## src/design/kf3_pkg.sv

```systemverilog
// Shared constants, command/status structs and state codes of the three-axis Kalman filter.
`timescale 1ns / 1ps
`default_nettype none
package kf3_pkg;

    localparam int AXES_DEF  = 3;   // default axis count
    localparam int MAX_AXES  = 3;   // lanes on the stream words
    localparam int DATA_W    = 32;
    localparam int AXIS_W    = 2;   // enough for MAX_AXES
    localparam int CFG_IDX_W = 2;
    localparam int GAIN_W    = 17;  // Q1.16, 0 .. 1.0
    localparam int DIV_STEPS = 17;  // one quotient bit per step
    localparam int CNT_W     = 5;

    localparam logic [CFG_IDX_W-1:0] CFG_PROCESS_NOISE = 2'd0;
    localparam logic [CFG_IDX_W-1:0] CFG_MEAS_NOISE    = 2'd1;
    localparam logic [CFG_IDX_W-1:0] CFG_INIT_VAR      = 2'd2;

    localparam logic [DATA_W-1:0] PROCESS_NOISE_RST = 32'd65;
    localparam logic [DATA_W-1:0] MEAS_NOISE_RST    = 32'd65536;
    localparam logic [DATA_W-1:0] INIT_VAR_RST      = 32'd65536;
    localparam logic [GAIN_W-1:0] GAIN_ONE          = 17'h10000;

    typedef enum logic [5:0] {
        ST_IDLE = 6'b000001,
        ST_LOAD = 6'b000010,
        ST_DIV  = 6'b000100,
        ST_MUL  = 6'b001000,
        ST_UPD  = 6'b010000,
        ST_PUSH = 6'b100000
    } t_state;

    typedef struct packed {
        logic              capture;
        logic              load;
        logic              div_step;
        logic              div_first;
        logic              mul;
        logic              upd;
        logic              push;
        logic [AXIS_W-1:0] axis;
    } t_cmd;

    typedef struct packed {
        logic out_full;
    } t_status;

endpackage
`default_nettype wire

```

## src/design/kf3_ctrl.sv

```systemverilog
// Sequencer of the three-axis Kalman filter: walks axes through load, divide, multiply, update.
`timescale 1ns / 1ps
`default_nettype none
module kf3_ctrl
    import kf3_pkg::*;
#(
    parameter int NUM_AX = AXES_DEF
) (
    input  wire     i_clk,
    input  wire     i_rst_n,
    input  wire     i_s_tvalid,
    output logic    o_s_tready,
    input  wire     i_m_tready,
    input  t_status i_status,
    output t_cmd    o_cmd,
    output t_state  o_state
);

    t_state            r_state, n_state;
    logic [AXIS_W-1:0] r_axis, n_axis;
    logic [CNT_W-1:0]  r_cnt, n_cnt;

    always_comb begin
        n_state = r_state;
        n_axis  = r_axis;
        n_cnt   = r_cnt;
        o_cmd   = '0;
        o_cmd.axis = r_axis;
        unique case (r_state)
            ST_IDLE: begin
                if (i_s_tvalid) begin
                    o_cmd.capture = 1'b1;
                    n_axis  = '0;
                    n_state = ST_LOAD;
                end
            end
            ST_LOAD: begin
                o_cmd.load = 1'b1;
                n_cnt   = '0;
                n_state = ST_DIV;
            end
            ST_DIV: begin
                o_cmd.div_step  = 1'b1;
                o_cmd.div_first = (r_cnt == '0);
                n_cnt = r_cnt + 1'b1;
                if (r_cnt == CNT_W'(DIV_STEPS - 1)) begin
                    n_state = ST_MUL;
                end
            end
            ST_MUL: begin
                o_cmd.mul = 1'b1;
                n_state = ST_UPD;
            end
            ST_UPD: begin
                o_cmd.upd = 1'b1;
                if (r_axis == AXIS_W'(NUM_AX - 1)) begin
                    n_state = ST_PUSH;
                end else begin
                    n_axis  = r_axis + 1'b1;
                    n_state = ST_LOAD;
                end
            end
            ST_PUSH: begin
                // wait for the output register to free up
                if (!i_status.out_full || i_m_tready) begin
                    o_cmd.push = 1'b1;
                    n_state = ST_IDLE;
                end
            end
            default: begin
                n_state = ST_IDLE;
            end
        endcase
    end

    always_ff @(posedge i_clk) begin
        if (!i_rst_n) begin
            r_state <= ST_IDLE;
            r_axis  <= '0;
            r_cnt   <= '0;
        end else begin
            r_state <= n_state;
            r_axis  <= n_axis;
            r_cnt   <= n_cnt;
        end
    end

    assign o_s_tready = (r_state == ST_IDLE);
    assign o_state    = r_state;

endmodule
`default_nettype wire

```

## src/design/kf3_dpath.sv

```systemverilog
// Datapath of the three-axis Kalman filter: state, config, divider, multipliers, output word.
`timescale 1ns / 1ps
`default_nettype none
module kf3_dpath
    import kf3_pkg::*;
#(
    parameter int NUM_AX = AXES_DEF
) (
    input  wire                           i_clk,
    input  wire                           i_rst_n,
    input  t_cmd                          i_cmd,
    output t_status                       o_status,
    input  wire  [MAX_AXES*DATA_W-1:0]    i_s_tdata,
    input  wire                           i_cfg_we,
    input  wire  [CFG_IDX_W-1:0]          i_cfg_addr,
    input  wire  [DATA_W-1:0]             i_cfg_wdata,
    output logic                          o_m_tvalid,
    input  wire                           i_m_tready,
    output logic [MAX_AXES*DATA_W-1:0]    o_m_tdata
);

    localparam int AW = (NUM_AX > 1) ? $clog2(NUM_AX) : 1;

    logic [AW-1:0] ax;
    assign ax = i_cmd.axis[AW-1:0];

    logic [DATA_W-1:0]        r_q, r_r;
    logic signed [DATA_W-1:0] r_sample [NUM_AX];
    logic signed [DATA_W-1:0] r_est    [NUM_AX];
    logic [DATA_W-1:0]        r_var    [NUM_AX];

    logic [DATA_W-1:0]        r_p;
    logic signed [DATA_W-1:0] r_e;
    logic [DATA_W:0]          r_den;
    logic [DATA_W:0]          r_rem;
    logic signed [DATA_W:0]   r_diff;
    logic [GAIN_W-1:0]        r_gain;
    logic signed [50:0]       r_pe;
    logic [48:0]              r_pv;

    logic                      r_out_valid;
    logic [MAX_AXES*DATA_W-1:0] r_out_data;

    // config; initial_variance only matters at reset, which reloads its reset value anyway
    always_ff @(posedge i_clk) begin
        if (!i_rst_n) begin
            r_q <= PROCESS_NOISE_RST;
            r_r <= MEAS_NOISE_RST;
        end else if (i_cfg_we) begin
            unique case (i_cfg_addr)
                CFG_PROCESS_NOISE: r_q <= i_cfg_wdata;
                CFG_MEAS_NOISE:    r_r <= i_cfg_wdata;
                CFG_INIT_VAR:      r_q <= r_q;
                default:           r_q <= r_q;
            endcase
        end
    end

    // divider step: restoring, one quotient bit a cycle
    logic [DATA_W+1:0] div_t;
    logic              div_ge;
    always_comb begin
        div_t  = i_cmd.div_first ? {1'b0, r_rem} : {r_rem, 1'b0};
        div_ge = (r_den != '0) && (div_t >= {1'b0, r_den});
    end

    // update arithmetic
    logic signed [34:0] est_step;
    logic signed [35:0] est_sum;
    logic [DATA_W-1:0]  est_sat;
    logic [33:0]        var_sum;
    logic [DATA_W-1:0]  var_sat;
    logic signed [50:0] pe_c;
    logic [48:0]        pv_c;
    logic [GAIN_W-1:0]  one_minus_k;
    always_comb begin
        one_minus_k = GAIN_ONE - r_gain;
        pe_c = 51'($signed({1'b0, r_gain})) * 51'(r_diff);
        pv_c = 49'(one_minus_k) * 49'(r_p);
        est_step = r_pe[50:16];         // arithmetic shift: floor
        est_sum  = {{4{r_e[DATA_W-1]}}, r_e} + {est_step[34], est_step};
        if (!est_sum[35] && (|est_sum[34:31])) begin
            est_sat = 32'h7FFF_FFFF;
        end else if (est_sum[35] && !(&est_sum[34:31])) begin
            est_sat = 32'h8000_0000;
        end else begin
            est_sat = est_sum[31:0];
        end
        var_sum = {1'b0, r_pv[48:16]} + {2'b00, r_q};
        var_sat = (|var_sum[33:32]) ? 32'hFFFF_FFFF : var_sum[31:0];
    end

    genvar g;
    generate
        for (g = 0; g < NUM_AX; g++) begin : g_axis
            always_ff @(posedge i_clk) begin
                if (i_cmd.capture) begin
                    r_sample[g] <= i_s_tdata[g*DATA_W +: DATA_W];
                end
            end
            always_ff @(posedge i_clk) begin
                if (!i_rst_n) begin
                    r_est[g] <= '0;
                    r_var[g] <= INIT_VAR_RST;
                end else if (i_cmd.upd && (ax == AW'(g))) begin
                    r_est[g] <= est_sat;
                    r_var[g] <= var_sat;
                end
            end
        end
    endgenerate

    always_ff @(posedge i_clk) begin
        if (i_cmd.load) begin
            r_p    <= r_var[ax];
            r_e    <= r_est[ax];
            r_den  <= {1'b0, r_var[ax]} + {1'b0, r_r};
            r_diff <= {r_sample[ax][DATA_W-1], r_sample[ax]} - {r_est[ax][DATA_W-1], r_est[ax]};
            r_rem  <= {1'b0, r_var[ax]};
            r_gain <= '0;
        end else if (i_cmd.div_step) begin
            r_rem  <= div_ge ? 33'(div_t - {1'b0, r_den}) : div_t[DATA_W:0];
            r_gain <= {r_gain[GAIN_W-2:0], div_ge};
        end
        if (i_cmd.mul) begin
            r_pe <= pe_c;
            r_pv <= pv_c;
        end
    end

    // output word register
    always_ff @(posedge i_clk) begin
        if (!i_rst_n) begin
            r_out_valid <= 1'b0;
        end else if (i_cmd.push) begin
            r_out_valid <= 1'b1;
        end else if (i_m_tready) begin
            r_out_valid <= 1'b0;
        end
    end

    generate
        for (g = 0; g < MAX_AXES; g++) begin : g_lane
            if (g < NUM_AX) begin : g_live
                always_ff @(posedge i_clk) begin
                    if (i_cmd.push) begin
                        r_out_data[g*DATA_W +: DATA_W] <= r_est[g];
                    end
                end
            end else begin : g_idle
                always_ff @(posedge i_clk) begin
                    if (i_cmd.push) begin
                        r_out_data[g*DATA_W +: DATA_W] <= '0;
                    end
                end
            end
        end
    endgenerate

    assign o_m_tvalid        = r_out_valid;
    assign o_m_tdata         = r_out_data;
    assign o_status.out_full = r_out_valid;

endmodule
`default_nettype wire

```

## src/design/scalar_kalman_filter_3axis.sv

```systemverilog
// Top level of the three-axis scalar Kalman filter.
// Usage:
//   Input stream (i_s_*): one word per three-axis sample, Q16.16 signed per axis.
//   Output stream (o_m_*): one word of updated estimates per input word.
//   Config port: i_cfg_we/i_cfg_addr/i_cfg_wdata, index 0 process noise,
//   1 measurement noise, 2 initial variance; write only while idle.
// Sequence:
//   Each axis goes through load, 17 gain division steps, multiply, update.
//   The 17-step restoring divider is shared by the axes.
//   A word is accepted only in the idle state: the next word is taken once the
//   last word's result is pushed into the output register, and the push waits
//   while that register still holds a word the receiver has not taken.
// Reset (synchronous, active low): estimates go to zero, variances to 1.0,
//   noises to their reset values, the output register empties.
// Stall: the finished word waits in the output register; the next word is
//   accepted and processed meanwhile, and is held back only at the very end
//   until the register frees up.
// Axes beyond AXES (at most three are filtered) read as zero.
`timescale 1ns / 1ps
`default_nettype none
module scalar_kalman_filter_3axis
    import kf3_pkg::*;
#(
    parameter int AXES = AXES_DEF
) (
    input  wire                         i_clk,
    input  wire                         i_rst_n,
    input  wire                         i_s_tvalid,
    output logic                        o_s_tready,
    input  wire  [MAX_AXES*DATA_W-1:0]  i_s_tdata,   // sample_x, sample_y, sample_z
    output logic                        o_m_tvalid,
    input  wire                         i_m_tready,
    output logic [MAX_AXES*DATA_W-1:0]  o_m_tdata,   // estimate_x, estimate_y, estimate_z
    input  wire                         i_cfg_we,
    input  wire  [CFG_IDX_W-1:0]        i_cfg_addr,
    input  wire  [DATA_W-1:0]           i_cfg_wdata
);

    localparam int NUM_AX = (AXES < MAX_AXES) ? AXES : MAX_AXES;

    t_cmd    cmd;
    t_status status;
    t_state  state;

    kf3_ctrl #(
        .NUM_AX (NUM_AX)
    ) u_ctrl (
        .i_clk      (i_clk),
        .i_rst_n    (i_rst_n),
        .i_s_tvalid (i_s_tvalid),
        .o_s_tready (o_s_tready),
        .i_m_tready (i_m_tready),
        .i_status   (status),
        .o_cmd      (cmd),
        .o_state    (state)
    );

    kf3_dpath #(
        .NUM_AX (NUM_AX)
    ) u_dpath (
        .i_clk       (i_clk),
        .i_rst_n     (i_rst_n),
        .i_cmd       (cmd),
        .o_status    (status),
        .i_s_tdata   (i_s_tdata),
        .i_cfg_we    (i_cfg_we),
        .i_cfg_addr  (i_cfg_addr),
        .i_cfg_wdata (i_cfg_wdata),
        .o_m_tvalid  (o_m_tvalid),
        .i_m_tready  (i_m_tready),
        .o_m_tdata   (o_m_tdata)
    );

`ifndef SYNTHESIS
    // an accepted word starts the per-axis sequence
    a_accept_starts: assert property (@(posedge i_clk) disable iff (!i_rst_n)
        (i_s_tvalid && o_s_tready) |=> (state == ST_LOAD))
        else $error("accepted word did not start processing");

    // a result is loaded only at the end of the push state
    a_result_from_push: assert property (@(posedge i_clk) disable iff (!i_rst_n)
        cmd.push |=> (o_m_tvalid && (state == ST_IDLE)))
        else $error("result word not presented after push");

    // push never overwrites a word the receiver has not taken
    a_no_overwrite: assert property (@(posedge i_clk) disable iff (!i_rst_n)
        cmd.push |-> (!o_m_tvalid || i_m_tready))
        else $error("output word overwritten");
`endif

endmodule
`default_nettype wire

```

## config.mk

```make
export PLATFORM = sky130hd
export DESIGN_NAME = scalar_kalman_filter_3axis
export DESIGN_NICKNAME = d
export VERILOG_FILES = /design/src/design/kf3_pkg.sv /design/src/design/kf3_ctrl.sv /design/src/design/kf3_dpath.sv /design/src/design/scalar_kalman_filter_3axis.sv
export SDC_FILE = /design/constraint.sdc
export NUM_CORES = 2
export LEC_CHECK = 0
export BUFFER_PORTS_ARGS = -buffer_cell sky130_fd_sc_hd__buf_2
export CORE_UTILIZATION = 65
export CTS_CLUSTER_DIAMETER = 150
export DETAILED_ROUTE_END_ITERATION = 12
export PLACE_DENSITY = 0.92
export RECOVER_POWER = 50
export SETUP_SLACK_MARGIN = 0.02
export SYNTH_ARGS = -nofsm -noshare
export SYNTH_HDL_FRONTEND = slang
export SYNTH_SLANG_ARGS = --single-unit
export TNS_END_PERCENT = 30
```

## constraint.sdc

```tcl
create_clock -name i_clk -period 10.2 [get_ports i_clk]
set_input_delay 2.04 -clock i_clk [delete_from_list [all_inputs] [get_ports i_clk]]
set_output_delay 2.04 -clock i_clk [all_outputs]
set_load 0.02 [all_outputs]
```

==> Word-level counts from Yosys, hierarchy flattened <==
Memory sizes are Yosys's and may differ from the RTL's. A register that Yosys moved wholly into a read port is not among the register bits.
Cells that the tools add are included.
{ "word_totals": {"regBits": 358, "ram_bits": 288, "n_memories": 3} }
{ "memory_table": {"columns": ["memory", "depth", "word_bits", "rd", "rd_clocked_by_memory_dff", "wr", "line", "text"], "rows": [
  ["u_dpath.r_est", 3, 32, 4, 4, 3, "kf3_dpath.sv:29", "logic signed [DATA_W-1:0] r_est [NUM_AX];"],
  ["u_dpath.r_sample", 3, 32, 1, 1, 3, "kf3_dpath.sv:28", "logic signed [DATA_W-1:0] r_sample [NUM_AX];"],
  ["u_dpath.r_var", 3, 32, 1, 1, 3, "kf3_dpath.sv:30", "logic [DATA_W-1:0] r_var [NUM_AX];"]
]} }
{ "op_classes": {"add_sub_neg": 8, "n_mul": 2, "magnitude_cmp": 1, "eq_ne": 14, "n_mux": 50, "bitwise": 6, "n_reduce_logical": 25} }
{ "ops": {"columns": ["operator", "n"], "rows": [
  ["$mux W32", 11],
  ["$mul A18 B33 Y51", 1],
  ["$mul A17 B32 Y49", 1],
  ["$add A32 B35 Y36", 1],
  ["$pmux W6 S6", 1],
  ["$add A33 B32 Y34", 1],
  ["$ge A34 B33 Y1", 1],
  ["$mux W34", 1],
  ["$add A32 B32 Y33", 1],
  ["$mux W33", 1],
  ["$reduce_bool A33 Y1", 1],
  ["$sub A32 B32 Y33", 1],
  ["$sub A33 B33 Y33", 1],
  ["$mux W6", 4],
  ["$mux W1", 21],
  ["$mux W2", 9],
  ["$sub A17 B17 Y17 const A", 1],
  ["$pmux W5 S2", 1],
  ["$reduce_bool A2 Y1", 4],
  ["$eq A6 B1 Y1 const B", 1],
  ["$eq A6 B2 Y1 const B", 1],
  ["$eq A6 B3 Y1 const B", 1],
  ["$eq A6 B4 Y1 const B", 1],
  ["$eq A6 B5 Y1 const B", 1],
  ["20 further kinds", 38]
]} }

==> Depth between registers and ports, before layout <==
{ "logic_depth": {"ltp_word": 8, "ltp_mapped": 31, "ltp_nobuf": 29} }

==> Hierarchy <==
From an unflattened synthesis, not the netlist that was laid out.
{ "unflattened": {"cells_unflattened": 7058, "hier_area_um2": 70575.2} }
{ "modules_own_cells": {"columns": ["module", "n_inst", "cells_per_inst", "area_per_inst_um2"], "rows": [
  ["kf3_dpath", 1, 6959, 69813.2],
  ["kf3_ctrl", 1, 99, 762.0]
]} }

==> Least setup slack after synthesis <==
Ideal clock, no wire load.
{ "synth_timing": {"path_type": "register -> register", "from": "reg u_dpath.r_gain[5]", "to": "reg u_dpath.r_pv[43], data pin", "t_arrival_ns": 7.302, "setup_slack_ns": 2.640, "path_stages_with_launch": 31, "n_path_buf": 2, "period_less_slack_ns": 7.560, "cell_sequence": "dfxtp_1 clkbuf_1 nor4_1 nand2b_1 nor2_1 nand2_1 nor3b_1 nand2_1 xor2_1 clkbuf_1 nand2_1 fa_1 fa_1 inv_1 fa_1 fa_1 fa_1 inv_1 fa_1 inv_1 ha_1 nand3_1 nor2_1 a221o_1 nor3_1 o31ai_2 a21oi_1 o21ai_1 o41a_1 a21oi_1 xnor2_1"} }
{ "synth_between": {"elab_chain_cells": 2} }
{ "synth_rtl": {"columns": ["item", "line", "text"], "rows": [
  ["start: declaration", "kf3_dpath.sv:37", "logic [GAIN_W-1:0] r_gain;"],
  ["start signal: assignment", "kf3_dpath.sv:123", "r_gain <= {r_gain[GAIN_W-2:0], div_ge};"],
  ["$sub A17 B17 Y17", "kf3_dpath.sv:77", "one_minus_k = GAIN_ONE - r_gain;"],
  ["$mul A17 B32 Y49", "kf3_dpath.sv:79", "pv_c = 49'(one_minus_k) * 49'(r_p);"],
  ["net u_dpath.pv_c[43]", "kf3_dpath.sv:74", "logic [48:0] pv_c;"],
  ["end signal: assignment", "kf3_dpath.sv:127", "r_pv <= pv_c;"],
  ["end: declaration", "kf3_dpath.sv:39", "logic [48:0] r_pv;"]
]} }
The timed path passes the listed nets, and every way through them passes these cells.
A chain may end at the register's enable or synchronous reset.

==> Worst setup path after layout <==
{ "layout_timing": {"from": "reg u_ctrl.r_state[5], in the netlist u_ctrl.o_state[5]", "to": "reg u_ctrl.r_state[0], in the netlist u_ctrl.o_state[0]"} }
{ "layout_between": {"elab_chain_cells": 3, "elab_cells_between_ends": 11} }
{ "layout_rtl": {"columns": ["item", "line", "text"], "rows": [
  ["start: declaration", "kf3_ctrl.sv:19", "t_state r_state, n_state;"],
  ["start signal: assignment", "kf3_ctrl.sv:82", "r_state <= n_state;"],
  ["$eq A6 B6 Y1, or another cell as far along", "kf3_ctrl.sv:29", "unique case (r_state)"],
  ["$ne A2 B1 Y1 (no line) or $ne A2 B2 Y1 (tied branches)", null, null],
  ["$reduce_and A3 Y1 (no line)", null, null]
]} }
Several ways; a longest one is shown, not always the timed one.

==> results.yml <==
critical_path:
  arrival_ns: 10.01
  r2r-start: "u_ctrl.o_state[5]$_SDFFE_PN0P_"
  cp-end-kind: "register"
  reg2reg_to: "u_ctrl.o_state[0]$_SDFFE_PN1P_"
  worstRegToRegCells: 11
  required_ns: 10.78
  path_class: "reg2reg"
  startpoint_type: "register"
  crit_path_max_fanout: 61
  reg2reg_setup_slack_ns: 0.78
timing:
  fmax_mhz: 106
  fin_crit_sh_pct: 92.4
  drv_slew: 489
  tns_ns: 0
  fin_crit_ns: 9.42
  hold_viol: 0
  tightest_slew_ns: 4.21
  setup_viol: 0
  clock_skew_ns: 0.0455
  relSlewSlack_pct: -180
  rsz0062_at_grt: "no"
final_layout:
  multi_input_area_um2: 44100
  syn2layout_area_growth_pct: 6.61
  drive_above_1_share_pct: 5.14
  nFillCells: 7210
  seq_area_um2: 20400
  nNetsFinal: 8748
detailed_routing:
  wl_um: 205000
  first_iter_violations: 5964
  route.detailed.drc: 0
  drtAntennaViolNets: 0
  wl_per_cell_um: 23.6
  viasPerCell: 6.27
  vias: 54500
  first_pass_iters: 7
placement:
  gp_congestion: 0.996
  dp_hpwl_um: 150000
  numPortBuffers: 232
global_route:
  grt_max_degree: 87
  antenna_found_initial: 11
  grt_usage_pct: 38.3
  overflow: 0
  grt_pass1_wl_um: 317000
  grt_pass1_vias: 57500
clock_tree:
  numCtsBuffers: 75
  clkTransAtPathRegs_ns: 0.06
  postCtsResizedCells: 0
  cts.sinks: 712
  ctsHoldBuffers: 0
  cts_buffer_depth: 3
  htreeDepth: 3
  cts_tree: "yes"
  clk_latency_ns: 0.70
  root_buffer: "clkbuf_16"
  cts_setup_buffers: 0
synthesis:
  synthDistinctLibCells: 83
  ys_seq_area_share_pct: 29.0
  syn_inst: 7177
  synth_seq_cells: 712
  syn-num-nets: 8706
  ys_warn_count: 0
  avgSynthCellArea_um2: 9.81
  synth-main-ff-cell: "edfxtp_1"
  synth_edf_count: 614
  async_flop_share_pct: 0
  syn_area_um2: 70400
die:
  initial_utilization_pct: 65.7
  ioPinCount: 233
  rows: 120
  dieArea_um2: 110000
  die_x_um: 331
  core_region_area_um2: 107000
  fp.dieH_um: 331
worst_hold_path:
  hold_class: "reg2reg"
  worstHoldPathCells: 0
  hp-start: "u_dpath.r_est[1][26]$_SDFFCE_PN0P_"
  hold_end: "o_m_tdata[58]$_DFFE_PP_"
status:
  violations: "capacitance limit, slew limit"
  status: "finished, violations left"
job:
  maxCapViolations: 15
## synthesized netlist by cell type (7+ instances only)
library cell  count  area share, %
buf_1            50           0.27
and4_1            7          0.087
o21ai_0         270            1.9
nand2b_1         24           0.21
or2_2             9          0.080
a22o_1           15           0.19
a21oi_1         316            2.2
mux2i_1         111            1.6
a31o_2            7          0.087
nor4_1           12           0.11
a31oi_1          24           0.21
dfxtp_1          98            2.8
nand2_1        1202            6.4
nor3b_1           9          0.096
clkbuf_1        279            1.5
nand3b_1         12           0.13
o21a_1           75           0.80
nor2_1          196            1.0
buf_2            10          0.071
inv_1          1280            6.8
o31ai_1           7          0.075
o211ai_1         15           0.16
or3_1             9          0.080
a211o_1           8          0.099
and2_1          362            3.2
nor2b_1          29           0.26
a221oi_1          7          0.087
xnor2_1         147            1.8
a21o_1          126            1.3
and3_1           25           0.22
xor2_1           74           0.92
nand4_1          30           0.27
a21boi_0         70           0.75
o31a_1            7          0.087
ha_1            408            7.2
nand3_1          54           0.38
nor3_1           51           0.36
fa_1            986             28
edfxtp_1        614             26
a211oi_1         14           0.15
o21bai_1         30           0.32
## stage by stage
stage | std cells | worst slack (ns) | hold slack (ns) | utilization (%) | instance area, um^2
after floorplan | 7177 | 2.64 | 0.426 | - | 70400
after global placement | 8545 | 1.47 | 0.429 | 67.9 | 72800
after detailed placement | 8545 | 1.19 | 0.436 | 67.9 | 72800
after CTS | 8685 | 1.18 | 0.440 | 70.2 | 75300
after global routing | 8690 | 0.289 | 0.445 | 70.0 | 75100
final | 8694 | 0.776 | 0.453 | 70.0 | 75100
## layout by cell type, fill, tap and decap left out, drive strengths merged, types with 33 or more instances in the layout
| cell | n |
|---|---|
| buf | 197 |
| ha | 408 |
| a21boi | 70 |
| xnor2 | 147 |
| nor2 | 196 |
| o21ai | 276 |
| edfxtp | 614 |
| fa | 986 |
| nor3 | 51 |
| clkinv | 33 |
| a21oi | 317 |
| inv | 1289 |
| nand3 | 54 |
| and2 | 363 |
| xor2 | 74 |
| mux2i | 111 |
| clkbuf | 198 |
| dfxtp | 98 |
| nand2 | 1203 |
| o21a | 75 |
| a21o | 127 |
## worst max-delay path by stage
| stage | slack (ns) | end | from |
|---|---|---|---|
| 2_1_floorplan | 2.64 | u_dpath.r_pv[43]$_DFFE_PN_ | u_dpath.r_gain[5]$_SDFFE_PP0P_ |
| 3_3_place_gp | 1.47 | u_dpath.r_pv[43]$_DFFE_PN_ | u_dpath.r_gain[2]$_SDFFE_PP0P_ |
| 3_5_place_dp | 1.19 | u_dpath.r_pv[43]$_DFFE_PN_ | u_dpath.r_gain[2]$_SDFFE_PP0P_ |
| 4_1_cts | 1.18 | u_dpath.r_pv[43]$_DFFE_PN_ | u_dpath.r_gain[2]$_SDFFE_PP0P_ |
| 5_1_grt | 0.29 | u_ctrl.o_state[0]$_SDFFE_PN1P_ | u_ctrl.o_state[2]$_SDFFE_PN0P_ |
| 6_report | 0.78 | u_ctrl.o_state[0]$_SDFFE_PN1P_ | u_ctrl.o_state[5]$_SDFFE_PN0P_ |
## worst max-delay path, cell delays in order (launching register included)
cell and delay, ns:
dfxtp_1 0.42, or4_1 0.15, or3b_2 0.11, clkbuf_1 2.10
clkinvlp_2 3.44, nor2_2 0.58, clkbuf_1 1.08, inv_1 0.21
buf_4 0.39, o41ai_1 0.42, nand2_1 0.12, nand2_1 0.09
## sequential cells by signal (all words and copies together), names as in the netlist, 33 cells and up, named ones only
| signal | count |
|---|---|
| u_dpath.r_diff | 33 |
| u_dpath.r_pv | 33 |
| u_dpath.r_rem | 33 |
| u_dpath.r_pe | 35 |
| u_dpath.r_est | 96 |
| o_m_tdata | 96 |
| u_dpath.r_sample | 96 |
| u_dpath.r_var | 96 |
| u_dpath.r_den | 33 |
## cell type report
| cell class | instances | area share (%) |
|---|---|---|
| multi-input cells | 4840 | 58.7 |
| well taps | 1403 | 2.34 |
| diodes | 9 | 0.0300 |
| inverters | 1281 | 6.41 |
| clock inverters | 54 | 0.712 |
| flip-flops and latches | 712 | 27.2 |
| repair buffers | 309 | 2.07 |
| clock buffers | 86 | 2.58 |
## metal layers
metal  routed length [um]  track usage [%]  vias up
met5                   34                0        -
met4                14500             24.1        6
met3                29400             13.3      990
met2                93400             59.8     3943
met1                67800             45.6    26600
li1                     -                -    22900
## cells by family after synthesis
kind of cell,Yosys count,synth area share [%]
AND/OR/NAND/NOR,2052,13.2
buffers and inverters,1625,8.72
AO/OA/AOI/OAI,1060,9.45
flip-flops,712,29.0
multiplexers,113,1.61
adder cells (fa/ha/maj),1394,35.3
XOR/XNOR,221,2.75
Power is left out: the tool's default activity adds up to more than one toggle a clock period on the data nets, which glitch-free logic cannot reach.
